[src/sv/mlr_pkg.sv]
// Shared types and constants for the midpoint line rasterizer.
`default_nettype none
package mlr_pkg;

   localparam int COORD_BITS    = 12;
   localparam int DELTA_BITS    = COORD_BITS + 1;
   localparam int EAST_BITS     = COORD_BITS + 2;
   localparam int DEC_BITS      = COORD_BITS + 3;
   localparam int REQ_DATA_BITS = ((4 * COORD_BITS + 7) / 8) * 8;
   localparam int RSP_DATA_BITS = ((2 * COORD_BITS + 7) / 8) * 8;

   localparam logic CMD_LOAD    = 1'b0;
   localparam logic CMD_ADVANCE = 1'b1;

   typedef logic signed [COORD_BITS-1:0] coord_type;
   typedef logic signed [DELTA_BITS-1:0] delta_type;
   typedef logic signed [DEC_BITS-1:0]   dec_type;

   localparam coord_type COORD_ONE = coord_type'(1);

   typedef enum logic [2:0] {
      OCT_0, OCT_1, OCT_2, OCT_3, OCT_4, OCT_5, OCT_6, OCT_7
   } octant_type;

   // Running segment, kept in octant-0 space.
   typedef struct packed {
      logic                 active;
      octant_type           octant;
      coord_type            cursor_u;
      coord_type            cursor_v;
      coord_type            stop_u;
      dec_type              decision;
      logic [EAST_BITS-1:0] step_east;
      dec_type              step_diagonal;
   } seg_type;

   typedef struct packed {
      coord_type x;
      coord_type y;
      logic      valid;
      logic      last;
   } pixel_type;

endpackage
`default_nettype wire

[src/sv/mlr_setup.sv]
// Segment setup: octant classification and mapping of a new segment into octant 0.
`default_nettype none
module mlr_setup (
   input  mlr_pkg::coord_type start_x,
   input  mlr_pkg::coord_type start_y,
   input  mlr_pkg::coord_type end_x,
   input  mlr_pkg::coord_type end_y,
   output mlr_pkg::seg_type   seg
);
   import mlr_pkg::*;

   delta_type            dx, dy, du, dv;
   logic [DELTA_BITS-1:0] ax, ay;
   logic                 dx_pos, dy_pos, dx_npos, dy_npos;
   octant_type           oct;
   coord_type            su, sv;
   dec_type              du_w, dv_w;

   always_comb begin
      dx = {end_x[COORD_BITS-1], end_x} - {start_x[COORD_BITS-1], start_x};
      dy = {end_y[COORD_BITS-1], end_y} - {start_y[COORD_BITS-1], start_y};
      ax = dx[DELTA_BITS-1] ? -dx : dx;
      ay = dy[DELTA_BITS-1] ? -dy : dy;
      dx_pos  = !dx[DELTA_BITS-1];
      dy_pos  = !dy[DELTA_BITS-1];
      dx_npos = dx[DELTA_BITS-1] || (dx == '0);
      dy_npos = dy[DELTA_BITS-1] || (dy == '0);

      if (dx_pos && dy_pos) begin
         oct = (ax >= ay) ? OCT_0 : OCT_1;
      end else if (dx_npos && dy_pos) begin
         oct = (ay >= ax) ? OCT_2 : OCT_3;
      end else if (dx_npos && dy_npos) begin
         oct = (ax >= ay) ? OCT_4 : OCT_5;
      end else begin
         oct = (ay >= ax) ? OCT_6 : OCT_7;
      end

      // start point negation wraps modulo 2^COORD_BITS
      unique case (oct)
         OCT_0: begin du = dx;  dv = dy;  su = start_x;  sv = start_y;  end
         OCT_1: begin du = dy;  dv = dx;  su = start_y;  sv = start_x;  end
         OCT_2: begin du = dy;  dv = -dx; su = start_y;  sv = -start_x; end
         OCT_3: begin du = -dx; dv = dy;  su = -start_x; sv = start_y;  end
         OCT_4: begin du = -dx; dv = -dy; su = -start_x; sv = -start_y; end
         OCT_5: begin du = -dy; dv = -dx; su = -start_y; sv = -start_x; end
         OCT_6: begin du = -dy; dv = dx;  su = -start_y; sv = start_x;  end
         OCT_7: begin du = dx;  dv = -dy; su = start_x;  sv = -start_y; end
      endcase

      du_w = {{(DEC_BITS-DELTA_BITS){du[DELTA_BITS-1]}}, du};
      dv_w = {{(DEC_BITS-DELTA_BITS){dv[DELTA_BITS-1]}}, dv};

      seg.active        = (du != '0);
      seg.octant        = oct;
      seg.cursor_u      = su;
      seg.cursor_v      = sv;
      seg.stop_u        = su + du[COORD_BITS-1:0];
      seg.step_east     = {dv, 1'b0};
      seg.step_diagonal = (dv_w - du_w) <<< 1;
      seg.decision      = (dv_w <<< 1) - du_w;
   end

endmodule
`default_nettype wire

[src/sv/mlr_core.sv]
// Segment state, midpoint step, map back to the original octant and result register.
`default_nettype none
module mlr_core (
   input  logic               clock,
   input  logic               reset,
   input  logic               step_en,
   input  logic               cmd,
   input  mlr_pkg::seg_type   load_seg,
   output mlr_pkg::pixel_type pixel,
   output logic               line_active
);
   import mlr_pkg::*;

   seg_type   seg_ff, seg_in;
   pixel_type pixel_ff, pixel_in;
   coord_type u, v, nu, nv;
   logic      fin;

   always_comb begin
      seg_in = seg_ff;
      fin    = 1'b0;
      u      = seg_ff.cursor_u;
      v      = seg_ff.cursor_v;
      pixel_in.valid = 1'b1;

      if (cmd == CMD_LOAD) begin
         seg_in = load_seg;
         fin    = !load_seg.active;
      end else if (seg_ff.active) begin
         if (seg_ff.decision[DEC_BITS-1]) begin
            seg_in.decision = seg_ff.decision + {1'b0, seg_ff.step_east};
         end else begin
            seg_in.cursor_v = seg_ff.cursor_v + COORD_ONE;
            seg_in.decision = seg_ff.decision + seg_ff.step_diagonal;
         end
         seg_in.cursor_u = seg_ff.cursor_u + COORD_ONE;
         fin             = (seg_in.cursor_u == seg_ff.stop_u);
         seg_in.active   = !fin;
      end else begin
         pixel_in.valid = 1'b0;
      end
      u  = seg_in.cursor_u;
      v  = seg_in.cursor_v;
      nu = -u;
      nv = -v;

      unique case (seg_in.octant)
         OCT_0: begin pixel_in.x = u;  pixel_in.y = v;  end
         OCT_1: begin pixel_in.x = v;  pixel_in.y = u;  end
         OCT_2: begin pixel_in.x = nv; pixel_in.y = u;  end
         OCT_3: begin pixel_in.x = nu; pixel_in.y = v;  end
         OCT_4: begin pixel_in.x = nu; pixel_in.y = nv; end
         OCT_5: begin pixel_in.x = nv; pixel_in.y = nu; end
         OCT_6: begin pixel_in.x = v;  pixel_in.y = nu; end
         OCT_7: begin pixel_in.x = u;  pixel_in.y = nv; end
      endcase

      // idle advance: empty result
      if (!pixel_in.valid) begin
         pixel_in.x = '0;
         pixel_in.y = '0;
      end
      pixel_in.last = pixel_in.valid && fin;
   end

   always_ff @(posedge clock) begin
      if (reset) begin
         seg_ff <= '0;
      end else if (step_en) begin
         seg_ff <= seg_in;
      end
   end

   always_ff @(posedge clock) begin
      if (step_en) begin
         pixel_ff <= pixel_in;
      end
   end

   assign pixel       = pixel_ff;
   assign line_active = seg_ff.active;

endmodule
`default_nettype wire

[src/sv/midpoint_line_rasterizer.sv]
// Midpoint line rasterizer: eight-octant segment stepping, one pixel per item.
//
// req channel: one item per command. tuser carries the command (load or advance);
// tdata carries start_x, start_y, end_x, end_y, read on load only.
// rsp channel: exactly one item per request item, in order. tdata carries
// pixel_x, pixel_y; tuser is pixel_valid (0 for an advance with no segment
// running, payload then zero); tlast marks the end pixel of the segment.
// A load gives the start pixel and drops any running segment.
// Each item passes the input register on acceptance, then the result register
// (input register, then result register), which drives rsp_tvalid and rsp_tdata.
// Throughput: one item per cycle while rsp_tready does not hold the result register;
// the decision update, cursor step and octant unmap all sit in the single stage
// between the two registers, and the segment state is updated as each item leaves that stage.
// When rsp_tready is low the result register holds, the input register fills,
// and req_tready drops once both are occupied.
// Reset clears both valid flags and the segment state (no segment running).
`default_nettype none
module midpoint_line_rasterizer (
   input  logic                                clock,
   input  logic                                reset,
   input  logic                                req_tvalid,
   output logic                                req_tready,
   // start_x, start_y, end_x, end_y, from bit 0 up
   input  logic [mlr_pkg::REQ_DATA_BITS-1:0]   req_tdata,
   // command
   input  logic                                req_tuser,
   output logic                                rsp_tvalid,
   input  logic                                rsp_tready,
   // pixel_x, pixel_y, from bit 0 up
   output logic [mlr_pkg::RSP_DATA_BITS-1:0]   rsp_tdata,
   // pixel_valid
   output logic                                rsp_tuser,
   output logic                                rsp_tlast
);
   import mlr_pkg::*;

   logic                     in_valid_ff, in_valid_in;
   logic                     out_valid_ff, out_valid_in;
   logic [4*COORD_BITS-1:0]  in_data_ff;
   logic                     in_cmd_ff;
   logic                     step_en;
   logic                     req_fire;
   logic                     line_active;
   seg_type                  load_seg;
   pixel_type                pixel;

   assign step_en    = in_valid_ff && (!out_valid_ff || rsp_tready);
   assign req_tready = !in_valid_ff || step_en;
   assign req_fire   = req_tvalid && req_tready;

   assign in_valid_in  = req_fire || (in_valid_ff && !step_en);
   assign out_valid_in = step_en || (out_valid_ff && !rsp_tready);

   always_ff @(posedge clock) begin
      if (reset) begin
         in_valid_ff  <= 1'b0;
         out_valid_ff <= 1'b0;
      end else begin
         in_valid_ff  <= in_valid_in;
         out_valid_ff <= out_valid_in;
      end
   end

   always_ff @(posedge clock) begin
      if (reset) begin
         in_data_ff <= '0;
         in_cmd_ff  <= CMD_LOAD;
      end else if (req_fire) begin
         in_data_ff <= req_tdata[4*COORD_BITS-1:0];
         in_cmd_ff  <= req_tuser;
      end
   end

   mlr_setup u_setup (
      .start_x (in_data_ff[COORD_BITS-1:0]),
      .start_y (in_data_ff[2*COORD_BITS-1:COORD_BITS]),
      .end_x   (in_data_ff[3*COORD_BITS-1:2*COORD_BITS]),
      .end_y   (in_data_ff[4*COORD_BITS-1:3*COORD_BITS]),
      .seg     (load_seg)
   );

   mlr_core u_core (
      .clock       (clock),
      .reset       (reset),
      .step_en     (step_en),
      .cmd         (in_cmd_ff),
      .load_seg    (load_seg),
      .pixel       (pixel),
      .line_active (line_active)
   );

   assign rsp_tvalid = out_valid_ff;
   assign rsp_tdata  = RSP_DATA_BITS'({pixel.y, pixel.x});
   assign rsp_tuser  = pixel.valid;
   assign rsp_tlast  = pixel.last;

`ifndef SYNTHESIS
   a_load_gives_pixel: assert property (@(posedge clock) disable iff (reset)
      step_en && (in_cmd_ff == CMD_LOAD) |=>
         rsp_tvalid && rsp_tuser && (rsp_tlast == !line_active))
      else $error("load did not give a pixel matching the segment state");

   a_idle_advance_empty: assert property (@(posedge clock) disable iff (reset)
      step_en && (in_cmd_ff == CMD_ADVANCE) && !line_active |=>
         rsp_tvalid && !rsp_tuser)
      else $error("advance with no segment gave a valid pixel");

   a_empty_result_zero: assert property (@(posedge clock) disable iff (reset)
      rsp_tvalid && !rsp_tuser |-> (rsp_tdata == '0) && !rsp_tlast)
      else $error("empty result carries nonzero payload");

   a_last_ends_segment: assert property (@(posedge clock) disable iff (reset)
      step_en |=> (rsp_tuser && rsp_tlast) == (rsp_tuser && !line_active))
      else $error("last flag disagrees with segment state");
`endif

endmodule
`default_nettype wire
[config.mk]
export PLATFORM = sky130hd
export DESIGN_NAME = midpoint_line_rasterizer
export DESIGN_NICKNAME = d
export VERILOG_FILES = /design/src/sv/mlr_pkg.sv /design/src/sv/mlr_setup.sv /design/src/sv/mlr_core.sv /design/src/sv/midpoint_line_rasterizer.sv
export SDC_FILE = /design/constraint.sdc
export NUM_CORES = 1
export LEC_CHECK = 0
export ABC_AREA = 1
export BUFFER_PORTS_ARGS = -buffer_cell sky130_fd_sc_hd__buf_2
export CORE_MARGIN = 2
export CORE_UTILIZATION = 35
export DETAILED_ROUTE_END_ITERATION = 10
export MAX_ROUTING_LAYER = met4
export PLACE_DENSITY = 0.61
export RECOVER_POWER = 100
export SLEW_MARGIN = 10
export SYNTH_ARGS = -nofsm -noshare
export SYNTH_HDL_FRONTEND = slang
export SYNTH_SLANG_ARGS = --single-unit
[constraint.sdc]
create_clock -name clock -period 8.15 [get_ports clock]
set_input_delay 1.63 -clock clock [delete_from_list [all_inputs] [get_ports clock]]
set_output_delay 1.63 -clock clock [all_outputs]
set_load 0.01 [all_outputs]
==> results.md, run 1 <==
* Status: complete, but fails checks
* Failing checks: capacitance limit, slew limit
* TritonCTS clock tree: built
* Setup TNS at 0 ns
* Area Overhead vs Synth at 9.80%
* Mean Syn Cell Area at about 6.4 um^2
* Top post-synthesis cells by area: dfxtp_1 18%, nand2_1 12%, ha_1 9.1%
* Synth area leader: dfxtp_1
* Synth Warn # at 0
* Register area share after synthesis at 23.0%
* Initial antenna violation count at 0
* Core Rows at 75
* DRT Pass-1 Iters at 7
* Final WL at 51.4 mm
* Register area at 3420 um^2
* Max stage delay on crit path at between 0.4 and 0.5 ns
* Synth Cell Area at about 15000 um^2
* R2r setup slk at 0.63 ns
* FFs w/ async S/R, synth at 0%
* Clock tree root driver cell: clkbuf_16
* #FFs+latches synth at around 160
* Clock sink total at 158
* Commonest non-fill, non-tap cells in the layout: 485 x nand2_1, 347 x inv_1, 225 x o21ai_0
* Clock Latency Late Sink at 0.51 ns
* Largest net degree at the start of global routing at 80
* Period utilization at approximately 90%
* Commonest non-fill, non-tap cell in the layout: nand2_1
* Die width at 210 um
* Die ar. at about 44000 um^2
* # DRC at 0
* Setup-failing EPs final at 0
* Area of the multi-input gates at 9730 um^2
* First-pass GRT wire length at 81.2 mm
* Antenna fix cells at 0
* Worst Max-Slew Pin Slew at 1.96 ns
* Clk pin slew, worst setup/hold paths at 0.07 ns
* Hold Crit Class: reg -> reg
* RSZ-0062 raised after global routing: no
* Share of cells above drive strength 1 at 7.86%
* Skew final at 0.0109 ns
* Gpl congestion at approximately 0.99
* Overflow after GRT at 0
* Ys flop type: dfxtp_1
* Clock buffer count from CTS at 17
* Max-slew headroom at -30.6%
* Hold_buf cts at 0
* I/O Buffers at 80
* Post-route ant nets at 0
* Critical path fanouts, max at 15
* Slowest-stage cell, CP: fa_1
* Core area at about 42000 um^2
* Drt wl/cell at between 15 and 20 um
* HPWL Detailed at 39.7 mm
* Clock Tree Buf Depth at 2
* Share of the synthesized area in the top cell type at 17.7%
* Element type at the critical path end: flop
* Syn_nets at ~2500
* Critical Path RT at 8.49 ns
* Vias in the first global route at 14821
* I/O Pins at 81
* Slew Limit Fails at 158
* Via Count at roughly 16000
* Max cap viols at 4
* Total track usage at approximately a quarter
* Number of fill cells at approximately 4500
* H-tree Lvls at 4
* 1st-iter DRT viols at between 1000 and 1500
* Crit path kind: reg -> reg
* Cell count after synthesis at 2318
* Final net count at about 2500
* CP arrival at between 7 and 8 ns
* Routed vias/inst at about 5.3
* Peak Freq at 0.133 GHz
* Die Y at 210 um
* Most used cell, CP: nand2_1
* Post-route minimum period at 7.52 ns
* Final hold vios at 0
* Post-synth EDFFs at 26
* Startpoint Class: flop
* Netlist cell types at 60
* Starting density of the core at 35.5%
what timing repair did:
item | 4_1_cts | 5_1_grt
setup endpoints to repair | 0 | 7
gates resized for setup | 0 | 9
buffers inserted | 0 | 0
endpoints found under the hold margin | 0 | 0
kinds of logic (layout without fill, tap and decap cells):
group,count (synthesis),after routing,share of synthesized area [%]
flip-flops,158,158,23.0
adder cells (fa/ha/maj),115,115,10.0
buffers and inverters,438,499,11.6
XOR/XNOR,99,99,5.82
AND/OR/NAND/NOR,959,959,28.7
AO/OA/AOI/OAI,549,549,20.9
metrics by stage:
stage          util, %  setup slack [ns]  std cells  hold WS, ns  instance area [um^2]
2_1_floorplan        -              1.42       2318        0.433                 14900
3_3_place_gp      37.6             0.472       2886        0.446                 15800
3_5_place_dp      37.6             0.438       2886        0.454                 15800
4_1_cts           39.1             0.390       2918        0.464                 16400
5_1_grt           39.0            0.0193       2918        0.508                 16300
6_report          39.0             0.625       2918        0.463                 16300
per-layer routing:
layer	global-route usage, %	share of wire (%)	vias to the layer above
li1	-	-	7759
met1	30.1	45	7258
met2	40.2	47	475
met3	3.44	5.2	80
met4	9.56	2.4	0
met5	-	0	-
path summary, 6_finish.rpt:
path | depth (start not counted) | end | startpoint
max | 41 | u_core.seg_ff[43] | in_data_ff[12]
min | 2 | in_data_ff[24] | in_data_ff[24]
max reg2reg | 41 | u_core.seg_ff[43] | in_data_ff[12]
min reg2reg | 2 | in_data_ff[24] | in_data_ff[24]
cells in the mapped netlist, types with 10 or more instances:
cell type and number:
xnor2_1 19, o21ai_1 16, nand2_1 476, xor2_1 80, nand3_1 143, o21ai_0 216, o22ai_1 10, nor2_1 186
o2111ai_1 11, nor2_2 17, nand4_1 37, dfxtp_1 132, o221ai_1 10, o21bai_1 19, o211ai_1 23, inv_1 346
edfxtp_1 26, clkbuf_1 52, a31oi_1 17, inv_2 11, nand2_2 29, a21oi_1 189, ha_1 108, nor3_1 32
critical path, delay by kind of cell (launching register included):
family,cells,cell delay (ns)
AND/OR/NAND/NOR,21,2.97
AO/OA/AOI/OAI,10,1.74
adder cells (fa/ha/maj),4,1.45
XOR/XNOR,2,0.52
flip-flops,1,0.35
buffers and inverters,4,0.33
layout make-up:
class                      instances  share of cell area [%]
multi-input combinational       1722                    59.5
sequential                       158                    20.9
inverter                         364                    8.40
tap                              539                    4.13
timing repair buffer             103                    3.20
clock buffer                      21                    2.89
clock inverter                    11                   0.941
state kept, by name, indices dropped and copies added (netlist names):
name,cells
u_core.seg_ff,80
in_data_ff,48
u_core.pixel,26
in_cmd_ff,1
in_valid_ff,1
rsp_tvalid,1
u_core.line_active,1
Power of run 1 is not shown: default switching activity piles up to over one toggle a cycle in this logic, so the estimate is an artifact.
==> run 2: changes to the inputs <==
--- a/config.mk
+++ b/config.mk
@@ -5,7 +5,6 @@
 export SDC_FILE = /design/constraint.sdc
 export NUM_CORES = 1
 export LEC_CHECK = 0
-export ABC_AREA = 1
 export BUFFER_PORTS_ARGS = -buffer_cell sky130_fd_sc_hd__buf_2
 export CORE_MARGIN = 2
 export CORE_UTILIZATION = 35
==> results.md, run 2 <==
* Die ar. at 46200 um^2
* Commonest non-fill, non-tap cell in the layout: nand2_1
* Peak Freq at 0.127 GHz
* Critical path fanouts, max at 21
* Hold_buf cts at 0
* CP arrival at around 8 ns
* Post-Layout Cell Count at 2914
* Skew final at 0.0174 ns
* Top cells by count, synth: 316 x nand2_1, 211 x a21oi_1, 205 x nor2_1
* Startpoint Class: flop
* Syn_nets at ~2300
* Adder-Cell Fraction of Synth Area at about a tenth
* Post-synthesis simple-gate area fraction at between 20 and 25%
* Post-synthesis mux area share at 1.14%
* Setup TNS at 0 ns
* # placed instances at a little under 3000
* Core area at 44000 um^2
* Setup WS pre-CTS at 0.183 ns
* Initial antenna violation count at 1
* Vias in the first global route at 16036
* Die width at approximately 210 um
* Max stage delay on crit path at 0.86 ns
* Period utilization at 96.3%
* Setup ws final at ~0.3 ns
* Die Y at 215 um
* Sw Pwr at roughly 0.0053 W
* Share of the synthesized area in the top cell type at 17.0%
* PD cells at around 550 nW/um^2
* First-pass GRT wire length at around 95 mm
* Drt wl/cell at 21.1 um
* Largest family of logic cells by synthesized area: compound AO/OA/AOI/OAI gates
* Post-Synth XOR/XNOR Area at 8.08%
* Synth area leader: dfxtp_1
* Cell count after synthesis at between 2000 and 2500
* Register area share after synthesis at between 20% and 30%
* Element type at the critical path end: flop
* Final WL at between 60 and 70 mm
* I/O Buffers at 80
* Share of cells above drive strength 1 at 14.0%
* # DRC at 0
* Area Overhead vs Synth at 17.0%
* Setup-failing EPs final at 0
* Final hold vios at 0
* Core Rows at 77
* Post-route ant nets at 0
* FFs w/ async S/R, synth at 0%
* Clock sink total at between 150 and 200
* Critical Path RT at 8.34 ns
* 1st-iter DRT viols at 1412
* Max cap viols at 3
* Antenna fix cells at 0
* Compound-gate portion of the synthesized area at 29.3%
* HPWL Detailed at 48.1 mm
* Combinational power share at 80.4%
* R2r setup slk at 0.30 ns
* Leak pwr at 7.28 nW
* Ys flop type: dfxtp_1
* Clock buffer count from CTS at 17
* RSZ-0062 raised after global routing: no
* Int Pwr at roughly 0.0047 W
* Slew Limit Fails at 145
* Clk pin slew, worst setup/hold paths at around 0.060 ns
* Mean Syn Cell Area at a little over 7 um^2
* Overflow after GRT at 0
* H-tree Lvls at 4
* Most used cell, CP: buf_4
* Worst vdd ir at approximately 0.00029 V
* Failing checks: capacitance limit, slew limit
* Clock Latency Late Sink at 0.49 ns
* Starting density of the core at 35.4%
* Clock Tree Buf Depth at 2
* Hold slack at 0.453 ns
* Hold Crit Class: reg -> reg
* Sequential share of power at between 10% and 20%
* Max-slew headroom at -72.5%
* Via Count at approximately 17000
* Routed vias/inst at around 5.8
* #FFs+latches synth at 158
* Switching Share at 52.9%
* Top post-synthesis cells by area: dfxtp_1 17%, ha_1 8.7%, nand2_1 7.6%
* Status: complete, but fails checks
* Total track usage at 27.2%
* Crit path kind: reg -> reg
* Synth Warn # at 0
* Synth Cell Area at 15600 um^2
* Netlist cell types at approximately 110
* TritonCTS clock tree: built
* Biggest register: u_core.seg_ff
* Most frequent cell after synthesis: nand2_1
* Gpl congestion at 1.03
* Largest register FFs at 80
* Final net count at between 2000 and 2500
* Util after Layout at 41.4%
* Worst Max-Slew Pin Slew at 2.59 ns
* Slowest-stage cell, CP: a2111oi_0
* Largest net degree at the start of global routing at 80
* Commonest non-fill, non-tap cells in the layout: 316 x nand2_1, 207 x a21oi_1, 204 x nor2_1
* Clock power share at under 10%
* DRT Pass-1 Iters at 7
* Clock tree root driver cell: clkbuf_16
* Post-synth EDFFs at 26
* I/O Pins at 81
* Post-route minimum period at 7.85 ns
## run 2: cell count changes after synthesis, moves of 46 or more
cell and change:
o21ai_0 -89, nand2_1 -160, inv_1 -242, nor3_1 +46, xnor2_1 +78, nand3_1 -82
## run 2: power groups by stage
stage | Sequential [W] | Clock, W | Combinational (W)
floorplan | 0.00113 | 0 | 0.00518
global placement | 0.00113 | 0 | 0.00784
detailed placement | 0.00114 | 0 | 0.00793
CTS | 0.00112 | 0.000858 | 0.00797
global route | 0.00114 | 0.000879 | 0.00877
finish | 0.00112 | 0.000830 | 0.00800
## run 2: worst paths after layout
check	from	to	cells after the start
max	in_data_ff[13]	u_core.pixel[20]	32
min	in_data_ff[36]	in_data_ff[36]	2
max reg2reg	in_data_ff[13]	u_core.pixel[20]	32
min reg2reg	in_data_ff[36]	in_data_ff[36]	2
## run 2: cell type report
class,count,area (um^2)
clock inverter,8,81.3
timing repair buffer,259,1610
clock buffer,22,500
inverter,105,394
sequential,158,3430
multi-input combinational,1770,11500
tap,592,741
fill,4627,25800
## run 2: critical path: cells and delay by family (launching register included)
kind                       cells  cell delay (ns)
AOI/OAI and AO/OA             10             2.54
adders and majority gates      2             0.55
and+or+nand+nor               10             1.93
DFF                            1             0.33
buffers and inverters          8             1.61
muxes                          1             0.48
xor gates and xnor gates       1             0.12
## run 2: stage by stage
step / power (W) / instance area [um^2]
after detailed placement: 0.00907 / 17600
after floorplan: 0.00631 / 15600
final: 0.00996 / 18200
after global placement: 0.00897 / 17600
after global routing: 0.0108 / 18200
after CTS: 0.00994 / 18200
## run 2: timing repair
action,in CTS,in global routing
gates resized for setup,0,46
setup buffers,0,1
endpoints found under the setup margin,0,17
## run 2: cells by family after synthesis
kind of cell | count (synthesis)
AOI/OAI and AO/OA | 677
xor gates and xnor gates | 142
DFF | 158
buffers and inverters | 219
adders and majority gates | 115
muxes | 15
and+or+nand+nor | 821
## run 2: per-layer routing
layer	routed length (um)	global-route usage, %	up-vias
li1	-	-	8094
met1	26900	34.0	8088
met2	29100	44.5	576
met3	3390	4.27	112
met4	2010	9.70	0
met5	0	-	-
(Power assumes the default switching activity.)
